**config.mk**
```make
export PLATFORM = sky130hd
export DESIGN_NAME = countdown_timer_bank_core
export DESIGN_NICKNAME = d
export VERILOG_FILES = /design/src/rtl/ctb_pkg.sv /design/src/rtl/ctb_slot_store.sv /design/src/rtl/countdown_timer_bank_core.sv
export SDC_FILE = /design/constraint.sdc
export NUM_CORES = 1
export LEC_CHECK = 0
export BUFFER_PORTS_ARGS = -buffer_cell sky130_fd_sc_hd__buf_4
export CORE_MARGIN = 3
export CORE_UTILIZATION = 33
export DETAILED_ROUTE_END_ITERATION = 6
export GPL_TIMING_DRIVEN = 0
export PLACE_DENSITY = 0.52
export SYNTH_ARGS = -nofsm -noshare
export SYNTH_HDL_FRONTEND = slang
export SYNTH_HIERARCHICAL = 1
export SYNTH_SLANG_ARGS = --single-unit
```
**constraint.sdc**
```tcl
create_clock -name clk -period 23.5 [get_ports clk]
set_input_delay 4.7 -clock clk [delete_from_list [all_inputs] [get_ports clk]]
set_output_delay 4.7 -clock clk [all_outputs]
set_load 0.01 [all_outputs]
```
**src/rtl/ctb_pkg.sv**
```systemverilog
// Shared types and codes for the countdown timer bank.
// No dependencies; used by ctb_slot_store and countdown_timer_bank_core.
package ctb_pkg;

    typedef enum logic [1:0] {
        REQ_TICK  = 2'd0,
        REQ_ALLOC = 2'd1,
        REQ_FREE  = 2'd2,
        REQ_SET   = 2'd3
    } req_t;

    typedef enum logic [1:0] {
        ST_FREE  = 2'd0,
        ST_ALLOC = 2'd1,
        ST_RUN   = 2'd2
    } slot_state_t;

    typedef enum logic [2:0] {
        CMD_NONE,
        CMD_FREE,
        CMD_SET,
        CMD_ALLOC,
        CMD_TICK
    } cmd_op_t;

    localparam logic EV_ALLOC  = 1'b0;
    localparam logic EV_EXPIRE = 1'b1;

    // One operation on the slot store; the slot index travels beside it
    typedef struct packed {
        cmd_op_t     op;
        logic [3:0]  queue;
        logic [7:0]  payload;
        logic [31:0] timeout;
    } slot_cmd_t;

    // One result item, apart from its last flag
    typedef struct packed {
        logic        event_kind;
        logic [3:0]  timer_slot;
        logic        alloc_ok;
        logic [3:0]  queue_out;
        logic [7:0]  data_out;
        logic [31:0] tick_now;
    } result_t;

endpackage

```
**src/rtl/ctb_slot_store.sv**
```systemverilog
// Per-slot timer storage: state, remaining count, queue id and payload byte,
// plus the one shared decrement-and-compare unit. Depends on ctb_pkg.
module ctb_slot_store #(
    parameter int SLOTS = 16,
    parameter int IDX_W = 4
) (
    input  logic                   clk,
    input  logic                   rst_n,
    input  ctb_pkg::slot_cmd_t     cmd,
    input  logic [IDX_W-1:0]       idx,
    output ctb_pkg::slot_state_t   rd_status,
    output logic [3:0]             rd_queue,
    output logic [7:0]             rd_payload,
    output logic                   expire
);
    import ctb_pkg::*;

    slot_state_t status_reg  [SLOTS];
    logic [31:0] remain_reg  [SLOTS];
    logic [3:0]  queue_reg   [SLOTS];
    logic [7:0]  payload_reg [SLOTS];

    logic [31:0] remain_next;
    logic        remain_zero;
    logic        running;
    logic [31:0] load_value;

    assign rd_status  = status_reg[idx];
    assign rd_queue   = queue_reg[idx];
    assign rd_payload = payload_reg[idx];

    // Shared unit: one decrement and zero compare for the addressed slot
    assign running     = (rd_status == ST_RUN);
    assign remain_next = remain_reg[idx] - 32'd1;
    assign remain_zero = (remain_next == 32'd0);
    assign expire      = running && remain_zero;

    // Treat a zero timeout as one tick
    assign load_value = (cmd.timeout == 32'd0) ? 32'd1 : cmd.timeout;

    always_ff @(posedge clk or negedge rst_n)
    begin
        if (!rst_n)
        begin
            for (int i = 0; i < SLOTS; i++)
            begin
                status_reg[i] <= ST_FREE;
            end
        end
        else
        begin
            unique case (cmd.op)
                CMD_FREE:  status_reg[idx] <= ST_FREE;
                CMD_SET:   status_reg[idx] <= ST_RUN;
                CMD_ALLOC: status_reg[idx] <= ST_ALLOC;
                CMD_TICK:
                begin
                    if (expire)
                    begin
                        status_reg[idx] <= ST_ALLOC;
                    end
                end
                default: ;
            endcase
        end
    end

    always_ff @(posedge clk)
    begin
        if (cmd.op == CMD_SET)
        begin
            queue_reg[idx]   <= cmd.queue;
            payload_reg[idx] <= cmd.payload;
            remain_reg[idx]  <= load_value;
        end
        else if (cmd.op == CMD_TICK && running)
        begin
            remain_reg[idx] <= remain_next;
        end
    end

endmodule

```
**src/rtl/countdown_timer_bank_core.sv**
```systemverilog
// Countdown timer bank top level: request sequencer and result registers.
// Depends on ctb_pkg and ctb_slot_store.
//
// Usage: requests enter on the in_* channel (req_type, timer_index,
// dest_queue, payload, timeout); results leave on the out_* channel. A
// transfer happens on a rising edge with valid high and stall low.
// Free and set write the slot in the accepting cycle, and the next request
// can follow immediately. They produce no result. Tick and allocate walk the
// slots one per cycle (a tick only while not held) through a single shared
// decrement/compare unit with in_stall high: a tick scans min(NUM_TIMERS,16)
// slots, an allocate stops at the first free one, and a flush state hands
// off the final result. An allocate gives one result; a tick gives one per
// expiring timer, with last set on the final one, and none without expiry.
// An expiry result waits in a pending register until the next one is found
// or the scan ends, which is how last is known. If the receiver stalls while
// a pending result needs to move, the scan holds on its slot and resumes
// when the output register frees, so stalls add cycles 1:1. The final
// result sits in the output register, so the next request is taken while
// it still waits to be taken.
// Reset: all timers free and the tick count zero; no clearing pass.
module countdown_timer_bank_core #(
    parameter int NUM_TIMERS = 16
) (
    input  logic        clk,
    input  logic        rst_n,
    input  logic        in_valid,
    output logic        in_stall,
    input  logic [1:0]  req_type,
    input  logic [3:0]  timer_index,
    input  logic [3:0]  dest_queue,
    input  logic [7:0]  payload,
    input  logic [31:0] timeout,
    output logic        out_valid,
    input  logic        out_stall,
    output logic        event_kind,
    output logic [3:0]  timer_slot,
    output logic        alloc_ok,
    output logic [3:0]  queue_out,
    output logic [7:0]  data_out,
    output logic [31:0] tick_now,
    output logic        last
);
    import ctb_pkg::*;

    // Only sixteen slots are addressable through the 4-bit index fields
    localparam int SLOTS = (NUM_TIMERS < 16) ? NUM_TIMERS : 16;
    localparam int IDX_W = (SLOTS > 1) ? $clog2(SLOTS) : 1;
    localparam logic [IDX_W-1:0] LAST_IDX = IDX_W'(SLOTS - 1);

    typedef enum logic [1:0] {
        S_IDLE,
        S_SCAN,
        S_FLUSH
    } state_t;

    state_t           state_reg;
    req_t             req_reg;
    logic [IDX_W-1:0] scan_idx_reg;
    logic [31:0]      tick_total_reg;
    result_t          pend_reg;
    logic             pend_valid_reg;
    result_t          out_reg;
    logic             out_last_reg;
    logic             out_valid_reg;

    logic             accept_in;
    logic             in_range;
    logic             out_free;
    logic             scan_go;
    logic             out_load;
    req_t             req_in;
    slot_cmd_t        cmd;
    logic [IDX_W-1:0] store_idx;
    slot_state_t      rd_status;
    logic [3:0]       rd_queue;
    logic [7:0]       rd_payload;
    logic             expire;

    assign req_in    = req_t'(req_type);
    assign in_stall  = (state_reg != S_IDLE);
    assign accept_in = in_valid && !in_stall;
    assign in_range  = ({1'b0, timer_index} < 5'(SLOTS));
    assign out_free  = !out_valid_reg || !out_stall;

    // Hold the tick scan while a pending result cannot move on
    assign scan_go = !(pend_valid_reg && !out_free);

    // Load the output register from the pending one: a newer expiry pushes
    // the older one out, and the flush hands off the final result
    assign out_load = (state_reg == S_SCAN && req_reg == REQ_TICK && scan_go
                       && expire && pend_valid_reg)
                   || (state_reg == S_FLUSH && pend_valid_reg && out_free);

    always_comb
    begin
        cmd.op      = CMD_NONE;
        cmd.queue   = dest_queue;
        cmd.payload = payload;
        cmd.timeout = timeout;
        store_idx   = scan_idx_reg;
        unique case (state_reg)
            S_IDLE:
            begin
                store_idx = timer_index[IDX_W-1:0];
                if (accept_in && in_range)
                begin
                    if (req_in == REQ_FREE)
                    begin
                        cmd.op = CMD_FREE;
                    end
                    else if (req_in == REQ_SET)
                    begin
                        cmd.op = CMD_SET;
                    end
                end
            end
            S_SCAN:
            begin
                if (req_reg == REQ_ALLOC)
                begin
                    if (rd_status == ST_FREE)
                    begin
                        cmd.op = CMD_ALLOC;
                    end
                end
                else if (scan_go)
                begin
                    cmd.op = CMD_TICK;
                end
            end
            S_FLUSH: ;
            default: ;
        endcase
    end

    ctb_slot_store #(
        .SLOTS (SLOTS),
        .IDX_W (IDX_W)
    ) u_store (
        .clk        (clk),
        .rst_n      (rst_n),
        .cmd        (cmd),
        .idx        (store_idx),
        .rd_status  (rd_status),
        .rd_queue   (rd_queue),
        .rd_payload (rd_payload),
        .expire     (expire)
    );

    always_ff @(posedge clk or negedge rst_n)
    begin
        if (!rst_n)
        begin
            state_reg      <= S_IDLE;
            req_reg        <= REQ_TICK;
            scan_idx_reg   <= '0;
            tick_total_reg <= 32'd0;
            pend_valid_reg <= 1'b0;
            out_valid_reg  <= 1'b0;
        end
        else
        begin
            // Raise valid on a load; drop it once the receiver takes it
            if (out_load)
            begin
                out_valid_reg <= 1'b1;
            end
            else if (out_valid_reg && !out_stall)
            begin
                out_valid_reg <= 1'b0;
            end

            unique case (state_reg)
                S_IDLE:
                begin
                    if (accept_in && (req_in == REQ_TICK || req_in == REQ_ALLOC))
                    begin
                        req_reg      <= req_in;
                        scan_idx_reg <= '0;
                        state_reg    <= S_SCAN;
                        if (req_in == REQ_TICK)
                        begin
                            tick_total_reg <= tick_total_reg + 32'd1;
                        end
                    end
                end
                S_SCAN:
                begin
                    if (req_reg == REQ_ALLOC)
                    begin
                        // Lowest free slot wins; a full scan with none fails
                        if (rd_status == ST_FREE || scan_idx_reg == LAST_IDX)
                        begin
                            pend_reg.event_kind <= EV_ALLOC;
                            pend_reg.timer_slot <= (rd_status == ST_FREE)
                                                   ? 4'(scan_idx_reg) : 4'd0;
                            pend_reg.alloc_ok   <= (rd_status == ST_FREE);
                            pend_reg.queue_out  <= 4'd0;
                            pend_reg.data_out   <= 8'd0;
                            pend_reg.tick_now   <= 32'd0;
                            pend_valid_reg      <= 1'b1;
                            state_reg           <= S_FLUSH;
                        end
                        else
                        begin
                            scan_idx_reg <= scan_idx_reg + 1'b1;
                        end
                    end
                    else if (scan_go)
                    begin
                        if (expire)
                        begin
                            // Advance the previous expiry; it is not the final one
                            if (pend_valid_reg)
                            begin
                                out_reg       <= pend_reg;
                                out_last_reg  <= 1'b0;
                            end
                            pend_reg.event_kind <= EV_EXPIRE;
                            pend_reg.timer_slot <= 4'(scan_idx_reg);
                            pend_reg.alloc_ok   <= 1'b0;
                            pend_reg.queue_out  <= rd_queue;
                            pend_reg.data_out   <= rd_payload;
                            pend_reg.tick_now   <= tick_total_reg;
                            pend_valid_reg      <= 1'b1;
                        end
                        if (scan_idx_reg == LAST_IDX)
                        begin
                            state_reg <= S_FLUSH;
                        end
                        else
                        begin
                            scan_idx_reg <= scan_idx_reg + 1'b1;
                        end
                    end
                end
                S_FLUSH:
                begin
                    if (!pend_valid_reg)
                    begin
                        state_reg <= S_IDLE;
                    end
                    else if (out_free)
                    begin
                        out_reg        <= pend_reg;
                        out_last_reg   <= 1'b1;
                        pend_valid_reg <= 1'b0;
                        state_reg      <= S_IDLE;
                    end
                end
                default:
                begin
                    state_reg <= S_IDLE;
                end
            endcase
        end
    end

    assign out_valid  = out_valid_reg;
    assign event_kind = out_reg.event_kind;
    assign timer_slot = out_reg.timer_slot;
    assign alloc_ok   = out_reg.alloc_ok;
    assign queue_out  = out_reg.queue_out;
    assign data_out   = out_reg.data_out;
    assign tick_now   = out_reg.tick_now;
    assign last       = out_last_reg;

`ifndef NO_ASSERTIONS
    // A new request never arrives while a result of the previous one is pending
    a_no_pend_on_accept: assert property (@(posedge clk) disable iff (!rst_n)
        accept_in |-> !pend_valid_reg)
        else $error("request accepted with a pending result");

    // A successful allocation names an existing slot
    a_alloc_slot_range: assert property (@(posedge clk) disable iff (!rst_n)
        (out_valid_reg && out_reg.event_kind == EV_ALLOC && out_reg.alloc_ok)
        |-> ({1'b0, out_reg.timer_slot} < 5'(SLOTS)))
        else $error("allocation reply names a missing slot");

    // Each accepted tick advances the tick count by exactly one
    a_tick_advance: assert property (@(posedge clk) disable iff (!rst_n)
        (accept_in && req_in == REQ_TICK)
        |=> (tick_total_reg == $past(tick_total_reg) + 32'd1))
        else $error("tick count did not advance by one");

    // A stalled pending result freezes the tick scan
    a_scan_hold: assert property (@(posedge clk) disable iff (!rst_n)
        (state_reg == S_SCAN && req_reg == REQ_TICK && !scan_go)
        |=> $stable(scan_idx_reg))
        else $error("tick scan advanced while blocked");
`endif

endmodule
```
**Word level (Yosys, flattened, before mapping)**

Memory sizes are Yosys's and may differ from the RTL's.
Cells that the tools add are included.

- Add/sub/neg operators: 3
- $lt $le $gt $ge: 2
- Equal/unequal tests: 29
- Muxes and demuxes: 64
- Bitwise operators: 10
- Reduce and logical (&&, ||, !) cells: 42

Operator list:

| cell | number |
|---|---|
| $mux W50 | 10 |
| $pmux W32 S4 | 1 |
| $pmux W50 S2 | 1 |
| $mux W32 | 3 |
| $logic_not A32 Y1 | 2 |
| $add A32 B1 Y32 const B | 1 |
| $and A16 B16 Y16 | 2 |
| $and A32 B32 Y32 | 1 |
| $not A16 Y16 | 2 |
| $not A32 Y32 | 1 |
| $or A16 B16 Y16 | 2 |
| $sub A32 B1 Y32 const B | 1 |
| $mux W2 | 14 |
| $mux W4 | 7 |
| $mux W1 | 19 |
| $ne A2 B2 Y1 const B | 8 |
| $reduce_and A5 Y1 | 3 |
| $logic_and A1 B1 Y1 | 13 |
| $reduce_bool A2 Y1 | 5 |
| $ne A3 B2 Y1 const B | 3 |
| $ne A3 B3 Y1 const B | 3 |
| $bmux W2 S4 | 1 |
| $demux W2 S4 | 1 |
| $eq A2 B2 Y1 const B | 4 |
| 25 further kinds | 42 |

- Register bits: 175
- Memory bits (writable): 704
- Output and inout port bits: 53
- Logic and storage cells: 188
- Memories kept: 3

Memories:

| memory | depth | width | read ports | clocked after memory_dff | write ports | RTL line | text |
|---|---|---|---|---|---|---|---|
| u_store.remain_reg | 16 | 32 | 1 | 0 | 1 | ctb_slot_store.sv:19 | `logic [31:0] remain_reg [SLOTS];` |
| u_store.payload_reg | 16 | 8 | 1 | 0 | 1 | ctb_slot_store.sv:21 | `logic [7:0] payload_reg [SLOTS];` |
| u_store.queue_reg | 16 | 4 | 1 | 0 | 1 | ctb_slot_store.sv:20 | `logic [3:0] queue_reg [SLOTS];` |

**Depth between registers and ports, before layout**

Gate-level depths: netlist of run 1.

- Word-level depth: 16
- Mapped depth: 24
- Gate-level depth less buffers: 18

**Modules after synthesis**

The synthesis of run 1 kept the hierarchy.

Modules (own cells, without submodules):

| module | instances | cells each | area an instance (um^2) | sequential area each (um^2) |
|---|---|---|---|---|
| ctb_slot_store | 1 | 1471 | 29838.6 | 21941.0 |
| countdown_timer_bank_core | 1 | 361 | 5549.1 | 4083.9 |

**Worst setup path before layout of run 1**

No wires, ideal clock.

- Path type: input port to flip-flop
- Start point: input timer_index[1]
- End point: register pend_reg[0] in the netlist's numbering, enable pin
- Library setup time: 0.533 ns
- Data arrival time: 12.031 ns
- Setup slack: 10.936 ns
- Stages: 15
- Path buffers: 4
- Cells stage by stage: mux2_2 -> buf_2 -> buf_2 -> clkbuf_1 -> buf_1 -> mux4_2 -> a221oi_2 -> nand4_1 -> nor4b_1 -> nand4b_1 -> or4_1 -> or3_1 -> nor3_1 -> nand2_1 -> a211oi_1

- Cells in the longest elaborated chain, start to end: 9

RTL lines:

| item | RTL line | text |
|---|---|---|
| from (decl) | countdown_timer_bank_core.sv:29 | `input logic [3:0] timer_index,` |
| $mux W4 * | countdown_timer_bank_core.sv:101 | `unique case (state_reg)` |
| branches (longest 5 deep; another with $mem_v2 Z16 W32) | n/a |  |
| $logic_and A1 B1 Y1 * | ctb_slot_store.sv:36 | `assign expire = running && remain_zero;` |
| net expire | countdown_timer_bank_core.sv:77 | `logic expire;` |
| $reduce_bool A2 Y1 (no line) * | n/a |  |
| $reduce_and A5 Y1 (no line) * | n/a |  |
| to (decl) | countdown_timer_bank_core.sv:60 | `result_t pend_reg;` |

Mark *: on every way through the listed nets, which the timed path passes. The select of a mux whose other input is x is not followed.
A chain may end at the register's enable or synchronous reset.

==> results.sh, run 1 <==
export IMPL_status="finished, final reports clean"
export IMPL_synth_area_leader_cell="edfxtp_1"
export IMPL_yosysSeqAreaShare=0.735
export IMPL_synth_cell_types=81
export IMPL_cp_top_family="buffers and inverters"
export IMPL_drt_wl_total_mm=89.8
export IMPL_fin_crit_ns=11.63
export IMPL_antenna_found_initial=0
export IMPL_r2r_slack_ns=14.98
export IMPL_cts_resized=0
export IMPL_place_congestion=0.826
export IMPL_final_cell_mix="805 x edfxtp_1, 169 x mux4_2, 116 x buf_4"
export IMPL_cts_root_buf="clkbuf_16"
export IMPL_finClkSkew_ns=0.0200
export IMPL_tightestPinTransition_ns=1.30
export IMPL_drive_gt1_frac=0.269
export IMPL_async_flop_share=0.0842
export IMPL_wl_per_cell_um=25.4
export IMPL_layout_setup_ws_ns=11.87
export IMPL_cts_buffer_depth=3
export IMPL_antennaDiodeCount=0
export IMPL_ff_latch_area_sq_um=26000
export IMPL_hold_class="register to register"
export IMPL_place_ws_ns=11.25
export IMPL_fin_nets=2132
export IMPL_top_usage_layer="met2"
export IMPL_core_area_sq_um=106000
export IMPL_cts_hold_buf=0
export IMPL_powerDensity_nw_per_um2=124
export IMPL_synthFlopType="edfxtp_1"
export IMPL_crit_slowest_cell="clkbuf_1"
export IMPL_drv_slew=0
export IMPL_route_detailed_drc=0
export IMPL_dieWidth_um=333
export IMPL_nFillCells=9531
export IMPL_grt_pass1_wl_mm=131
export IMPL_cp_data_arrival_time_ns=12.03
export IMPL_worstPathRequired_ns=23.90
export IMPL_worst_ir_drop_vdd_mv=0.0622
export IMPL_syn_num_nets=1894
export IMPL_hold_viol=0
export IMPL_postCtsSetupBuffers=0
export IMPL_crit_chain="buf_4, mux2_2, buf_2, buf_2, buf_2, buf_2, buf_2, mux4_2, a22oi_1, nand2_1, nor4b_2, nand2_1, o21ai_0, inv_1, and3_1, and3b_1, clkbuf_1, nor2b_1, clkbuf_1, clkbuf_1, nor2_4, buf_12, buf_16"
export IMPL_end_kind="register"
export IMPL_firstDrtPassIters=5
export IMPL_cts_htree_levels=3
export IMPL_synth_top_cell_area_share=0.683
export IMPL_multi_input_comb_area_sq_um=8830
export IMPL_clk_pin_slew_ns=0.06
export IMPL_startpoint_type="primary input"
export IMPL_rows=119
export IMPL_io_buffers=106
export IMPL_use_met1=0.232
export IMPL_path_class="primary input to register"
export IMPL_syn_instance_count=1832
export IMPL_grt_use_met3=0.0256
export IMPL_ant_nets=0
export IMPL_gr_usage_met2=0.256
export IMPL_rsz0062_at_grt="false"
export IMPL_dr_total_vias=18500
export IMPL_viasPerCell=5.22
export IMPL_die_area_sq_um=111000
export IMPL_yosys_top_cells_area="edfxtp_1 68%, mux4_2 11%, dfrtp_1 5.2%, mux4_1 2.2%, xnor2_1 1.1%"
export IMPL_clock_latency_ns=0.66
export IMPL_total_power_mw=5.21
export IMPL_largest_reg_flops=512
export IMPL_first_iter_violations=1861
export IMPL_final_common_cell="edfxtp_1"
export IMPL_numCtsBuffers=93
export IMPL_critPathMaxFanout=13
export IMPL_leakagePower_nw=13.7
export IMPL_synth_seq_cells=879
export IMPL_fmax_ghz=0.0860
export IMPL_cts_sinks=879
export IMPL_area_growth_pct=18.4
export IMPL_track_usage=0.161
export IMPL_synthesis_area_sq_um=35400
export IMPL_finalCritPeriodShare=0.495
export IMPL_drv_cap=0
export IMPL_slowest_delay_ns=0.96
export IMPL_grt_pass1_vias=18600
export IMPL_worst_path_buf_inv=12
export IMPL_place_hpwl_mm=58.8
export IMPL_cts_tree="done"
export IMPL_setup_tns_ns=0
export IMPL_grt_remaining_overflow=0
export IMPL_boundaryPins=107
export IMPL_finalSetupViolations=0
export IMPL_start_util=0.334
export IMPL_yosys_warnings=6
export IMPL_slew_limit_headroom=0.132
export IMPL_crit_top_cell="buf_2"
export IMPL_syn_avg_cell_area_sq_um=19.3
export IMPL_synth_edff_count=805
export IMPL_die_h_um=333
export IMPL_grt_start_max_net_pins=77
## worst paths after layout
kind / start / to / cells after the start
setup / recovery: timer_index[1] / u_store/remain_reg[2][29] / 23
hold / removal: pend_reg[47] / timer_slot[2] / 0
setup reg to reg: state_reg[0] / u_store/remain_reg[2][29] / 25
max in group asynchronous: rst_n / u_store/status_reg[28] / 1
min in group asynchronous: rst_n / tick_total_reg[11] / 1
hold reg to reg: pend_reg[47] / timer_slot[2] / 0
## synth_stat cells (all sizes together), types with 4 or more instances
master / n
nor4: 16
clkbuf: 35
or3: 9
o21ai: 61
edfxtp: 805
a31oi: 5
and4: 9
mux4: 199
dfrtp: 74
a22oi: 33
xnor2: 43
nor3: 15
nor2b: 9
a22o: 4
nand3: 41
nor2: 85
mux2: 14
nand2: 90
and3: 6
a21oi: 41
and2: 53
xor2: 14
mux2i: 17
or4: 4
or2: 4
ha: 8
nand4: 17
buf: 53
inv: 27
## per-stage QoR
stage | cells | utilization | instance area [sq um] | hold WS [ns]
2_1_floorplan | 1832 | - | 35400 | 0.400
3_3_place_gp | 3329 | 0.358 | 37900 | 0.401
3_5_place_dp | 3365 | 0.367 | 38800 | 0.405
4_1_cts | 3538 | 0.396 | 41900 | 0.397
5_1_grt | 3539 | 0.396 | 41900 | 0.418
6_report | 3539 | 0.396 | 41900 | 0.409
## cell families (layout without fill, tap and decap cells)
| logic type | Yosys count | count (layout) | synth area share |
|---|---|---|---|
| AOI/OAI and AO/OA | 167 | 167 | 0.0315 |
| xor gates and xnor gates | 57 | 57 | 0.0141 |
| adders and majority gates | 8 | 8 | 0.00283 |
| buffers and inverters | 116 | 432 | 0.0203 |
| DFF | 879 | 879 | 0.735 |
| muxes | 230 | 230 | 0.139 |
| and+or+nand+nor | 375 | 375 | 0.0567 |
## layer usage
layer,share of wire,up-vias
met1,0.45,9829
met4,0.023,0
met5,0,-
li1,-,7898
met2,0.47,616
met3,0.058,140
## power breakdown
part | internal, mW | switching, mW | leakage [nW]
Sequential | 1.94 | 0.0340 | 8.23
Combinational | 0.690 | 1.08 | 3.95
Clock | 0.868 | 0.603 | 1.50
Total | 3.49 | 1.72 | 13.7
## cell type report
cell class / count / share of cell area
flip-flops and latches: 879 / 0.621
multi-input cells: 837 / 0.211
clock buffers: 116 / 0.0608
well taps: 1391 / 0.0415
repair buffers: 143 / 0.0362
plain buffers: 89 / 0.0147
clock inverters: 57 / 0.0128
inverters: 27 / 0.00242
(Power assumes the default switching activity.)
==> run 2, diff against run 1 <==
--- a/config.mk
+++ b/config.mk
@@ -5,12 +5,13 @@
 export SDC_FILE = /design/constraint.sdc
 export NUM_CORES = 1
 export LEC_CHECK = 0
+export ABC_AREA = 1
 export BUFFER_PORTS_ARGS = -buffer_cell sky130_fd_sc_hd__buf_4
 export CORE_MARGIN = 3
 export CORE_UTILIZATION = 33
 export DETAILED_ROUTE_END_ITERATION = 6
 export GPL_TIMING_DRIVEN = 0
-export PLACE_DENSITY = 0.52
+export PLACE_DENSITY = 0.53
 export SYNTH_ARGS = -nofsm -noshare
 export SYNTH_HDL_FRONTEND = slang
 export SYNTH_HIERARCHICAL = 1
==> constraint.sdc (replaced) <==
create_clock -name clk -period 9.7 [get_ports clk]
set_input_delay 1.94 -clock clk [delete_from_list [all_inputs] [get_ports clk]]
set_output_delay 1.94 -clock clk [all_outputs]
set_load 0.01 [all_outputs]
==> run 2 against run 1 <==
Net effect:
- total power is 140% higher
- clock power grew 130%
- clock skew rose by 0.0034 ns
- wire length increased by 21%
- sequential power rose by 140%
- die area grew 4.5%
- synthesized cell count rose by 89%
- global-route usage increased by 2.3 points
- combinational power is 140% higher
- clock-buffer cell count down 5
- first-iteration DRC count rose by 27%
- largest power group unchanged
==> results.sh, run 2 <==
export IMPL_status="finished, final reports clean"
export IMPL_postCtsSetupBuffers=0
export IMPL_p_sw_frac=0.382
export IMPL_firstDrtPassIters=5
export IMPL_synth_area_leader_cell="edfxtp_1"
export IMPL_grt_start_max_net_pins=77
export IMPL_leakagePower_nw=16.9
export IMPL_dp_cells=5100
export IMPL_route_detailed_drc=0
export IMPL_die_area_sq_um=116000
export IMPL_die_h_um=341
export IMPL_cp_top_family="simple AND/OR/NAND/NOR gates"
export IMPL_cts_htree_levels=3
export IMPL_synthFlopType="edfxtp_1"
export IMPL_finalSetupViolations=0
export IMPL_core_area_sq_um=111000
export IMPL_finClkSkew_ns=0.0233
export IMPL_drv_cap=0
export IMPL_first_iter_violations=2361
export IMPL_cts_hold_buf=0
export IMPL_grt_remaining_overflow=0
export IMPL_synth_cell_types=35
export IMPL_place_ws_ns=-0.0627
export IMPL_worstPathRequired_ns=10.04
export IMPL_startpoint="timer_index[3]"
export IMPL_crit_slowest_cell="nor2_4"
export IMPL_startpoint_type="primary input"
export IMPL_finalCritPeriodShare=0.945
export IMPL_cp_data_arrival_time_ns=9.51
export IMPL_slowest_delay_ns=0.92
export IMPL_powerDensity_nw_per_um2=285
export IMPL_cts_sinks=879
export IMPL_syn_avg_cell_area_sq_um=10.7
export IMPL_ant_nets=0
export IMPL_yosys_top_cells_area="edfxtp_1 65%, nand2_1 17%, dfrtp_1 5.0%, nor2_1 2.3%, a22oi_1 2.1%"
export IMPL_yosys_warnings=6
export IMPL_track_usage=0.184
export IMPL_fin_crit_ns=9.17
export IMPL_cts_buffer_depth=3
export IMPL_rsz0062_at_grt="false"
export IMPL_final_common_cell="nand2_1"
export IMPL_area_growth_pct=17.5
export IMPL_clock_latency_ns=0.67
export IMPL_antenna_found_initial=1
export IMPL_syn_num_nets=3526
export IMPL_synth_edff_count=805
export IMPL_viasPerCell=4.82
export IMPL_fmax_ghz=0.109
export IMPL_netlist_top_cells_count="1,633 x nand2_1, 805 x edfxtp_1, 231 x nor2_1"
export IMPL_rows=122
export IMPL_reg2reg_from="state_reg[0]"
export IMPL_fin_cells=5264
export IMPL_cts_root_buf="clkbuf_16"
export IMPL_p_sw_mw=4.74
export IMPL_grt_pass1_vias=24000
export IMPL_slew_limit_headroom=0.160
export IMPL_syn_instance_count=3464
export IMPL_cts_resized=0
export IMPL_dr_total_vias=25400
export IMPL_synthesis_area_sq_um=37000
export IMPL_final_cell_mix="1,633 x nand2_1, 805 x edfxtp_1, 198 x nor2_1"
export IMPL_critPathMaxFanout=17
export IMPL_clock_power_share=0.275
export IMPL_path_class="primary input to register"
export IMPL_power_frac_comb=0.347
export IMPL_p_int_mw=7.66
export IMPL_hold_viol=0
export IMPL_drv_slew=0
export IMPL_place_congestion=0.894
export IMPL_drive_gt1_frac=0.108
export IMPL_seq_power_share=0.378
export IMPL_layout_setup_ws_ns=0.533
export IMPL_hold_class="register to register"
export IMPL_dieWidth_um=341
export IMPL_boundaryPins=107
export IMPL_place_hpwl_mm=72.6
export IMPL_synth_top_cell_area_share=0.653
export IMPL_async_flop_share=0.0842
export IMPL_wl_per_cell_um=20.7
export IMPL_numCtsBuffers=90
export IMPL_min_delay_start="pend_reg[32]"
export IMPL_fin_nets=3766
export IMPL_end_kind="register"
export IMPL_drt_wl_total_mm=109
export IMPL_yosysSeqAreaShare=0.703
export IMPL_synth_most_common_cell="nand2_1"
export IMPL_tightestPinTransition_ns=1.26
export IMPL_start_util=0.333
export IMPL_cts_tree="done"
export IMPL_io_buffers=106
export IMPL_grt_pass1_wl_mm=158
export IMPL_synth_seq_cells=879
export IMPL_worst_path_buf_inv=9
export IMPL_crit_chain="buf_4, nand2_1, o21ai_0, nor2_1, clkbuf_1, clkbuf_1, nand2_1, nand4_1, nor2_1, inv_1, nor2_1, nand2_1, o31ai_1, nor3_1, inv_1, nor2_1, clkinv_1, nand2_1, inv_1, clkbuf_1, nor2_4, buf_12"
export IMPL_largest_reg_flops=512
export IMPL_worst_ir_drop_vdd_mv=0.135
export IMPL_clk_pin_slew_ns=0.06
run 2: layer usage:
layer  vias up  part of all wire  GRT usage
li1      12100                 -          -
met1     12400              0.45      0.258
met2       776              0.47      0.297
met3       166             0.055     0.0199
met4         0             0.029     0.0634
met5         -                 0          0
run 2: power groups by stage:
| stage | logic, mW | clock network, mW | registers, mW |
|---|---|---|---|
| 5_1_grt | 4.73 | 3.65 | 4.71 |
| 3_5_place_dp | 4.27 | 0 | 4.76 |
| 2_1_floorplan | 2.58 | 0 | 4.77 |
| 3_3_place_gp | 4.12 | 0 | 4.80 |
| 4_1_cts | 4.29 | 3.50 | 4.69 |
| 6_report | 4.30 | 3.42 | 4.69 |
run 2: layout make-up:
cell class              count  area (sq um)
plain buffers             137           676
well taps                1488          1860
clock inverters            52           553
inverters                 154           578
diodes                      1          2.50
flip-flops and latches    879         26000
fillers                 10800         67500
multi-input cells        2294          9910
repair buffers            148          1550
clock buffers             111          2340
run 2: logic make-up after synthesis:
family                     after synthesis  synth area share
xor gates and xnor gates                21           0.00497
and+or+nand+nor                       2064             0.221
AOI/OAI and AO/OA                      201            0.0346
adders and majority gates                8           0.00271
DFF                                    879             0.703
buffers and inverters                  291            0.0339
run 2: worst register-to-register path, cell delays in order, from the launching register on:
cell and delay (ns):
dfrtp_1 0.40, inv_1 0.08, ha_1 0.26, clkbuf_1 0.27
o21ai_0 0.73, nand2_1 0.57, inv_2 0.37, clkbuf_1 0.66
buf_1 0.75, nand2_1 0.14, nand4_1 0.19, nor2_1 0.12
inv_1 0.06, nor2_1 0.07, nand2_1 0.09, o31ai_1 0.14
nor3_1 0.67, inv_1 0.16, nor2_1 0.33, clkinv_1 0.53
nand2_1 0.18, inv_1 0.24, clkbuf_1 0.56, nor2_4 0.93
buf_12 0.29
run 2: path summary, 6_finish.rpt:
kind | to | slack (ns) | cells after the start
worst max-delay path | u_store/remain_reg[13][14] | 0.53 | 22
max in group asynchronous | u_store/status_reg[13] | 7.56 | 1
worst max register to register | u_store/remain_reg[13][14] | 0.57 | 24
worst min-delay path | data_out[0] | 0.41 | 0
worst min register to register | data_out[0] | 0.41 | 0
min in group asynchronous | tick_total_reg[9] | 1.44 | 1
run 2: stage by stage:
| step | total power [mW] | hold slack (ns) | utilization | area [sq um] | setup TNS [ns] |
|---|---|---|---|---|---|
| 2_1_floorplan | 7.36 | 0.400 | - | 37000 | 0 |
| 3_3_place_gp | 8.92 | 0.402 | 0.357 | 39700 | -1217.52 |
| 3_5_place_dp | 9.04 | 0.405 | 0.366 | 40600 | -1.74 |
| 4_1_cts | 12.5 | 0.416 | 0.392 | 43500 | 0 |
| 5_1_grt | 13.1 | 0.417 | 0.392 | 43500 | 0 |
| 6_report | 12.4 | 0.413 | 0.392 | 43500 | 0 |
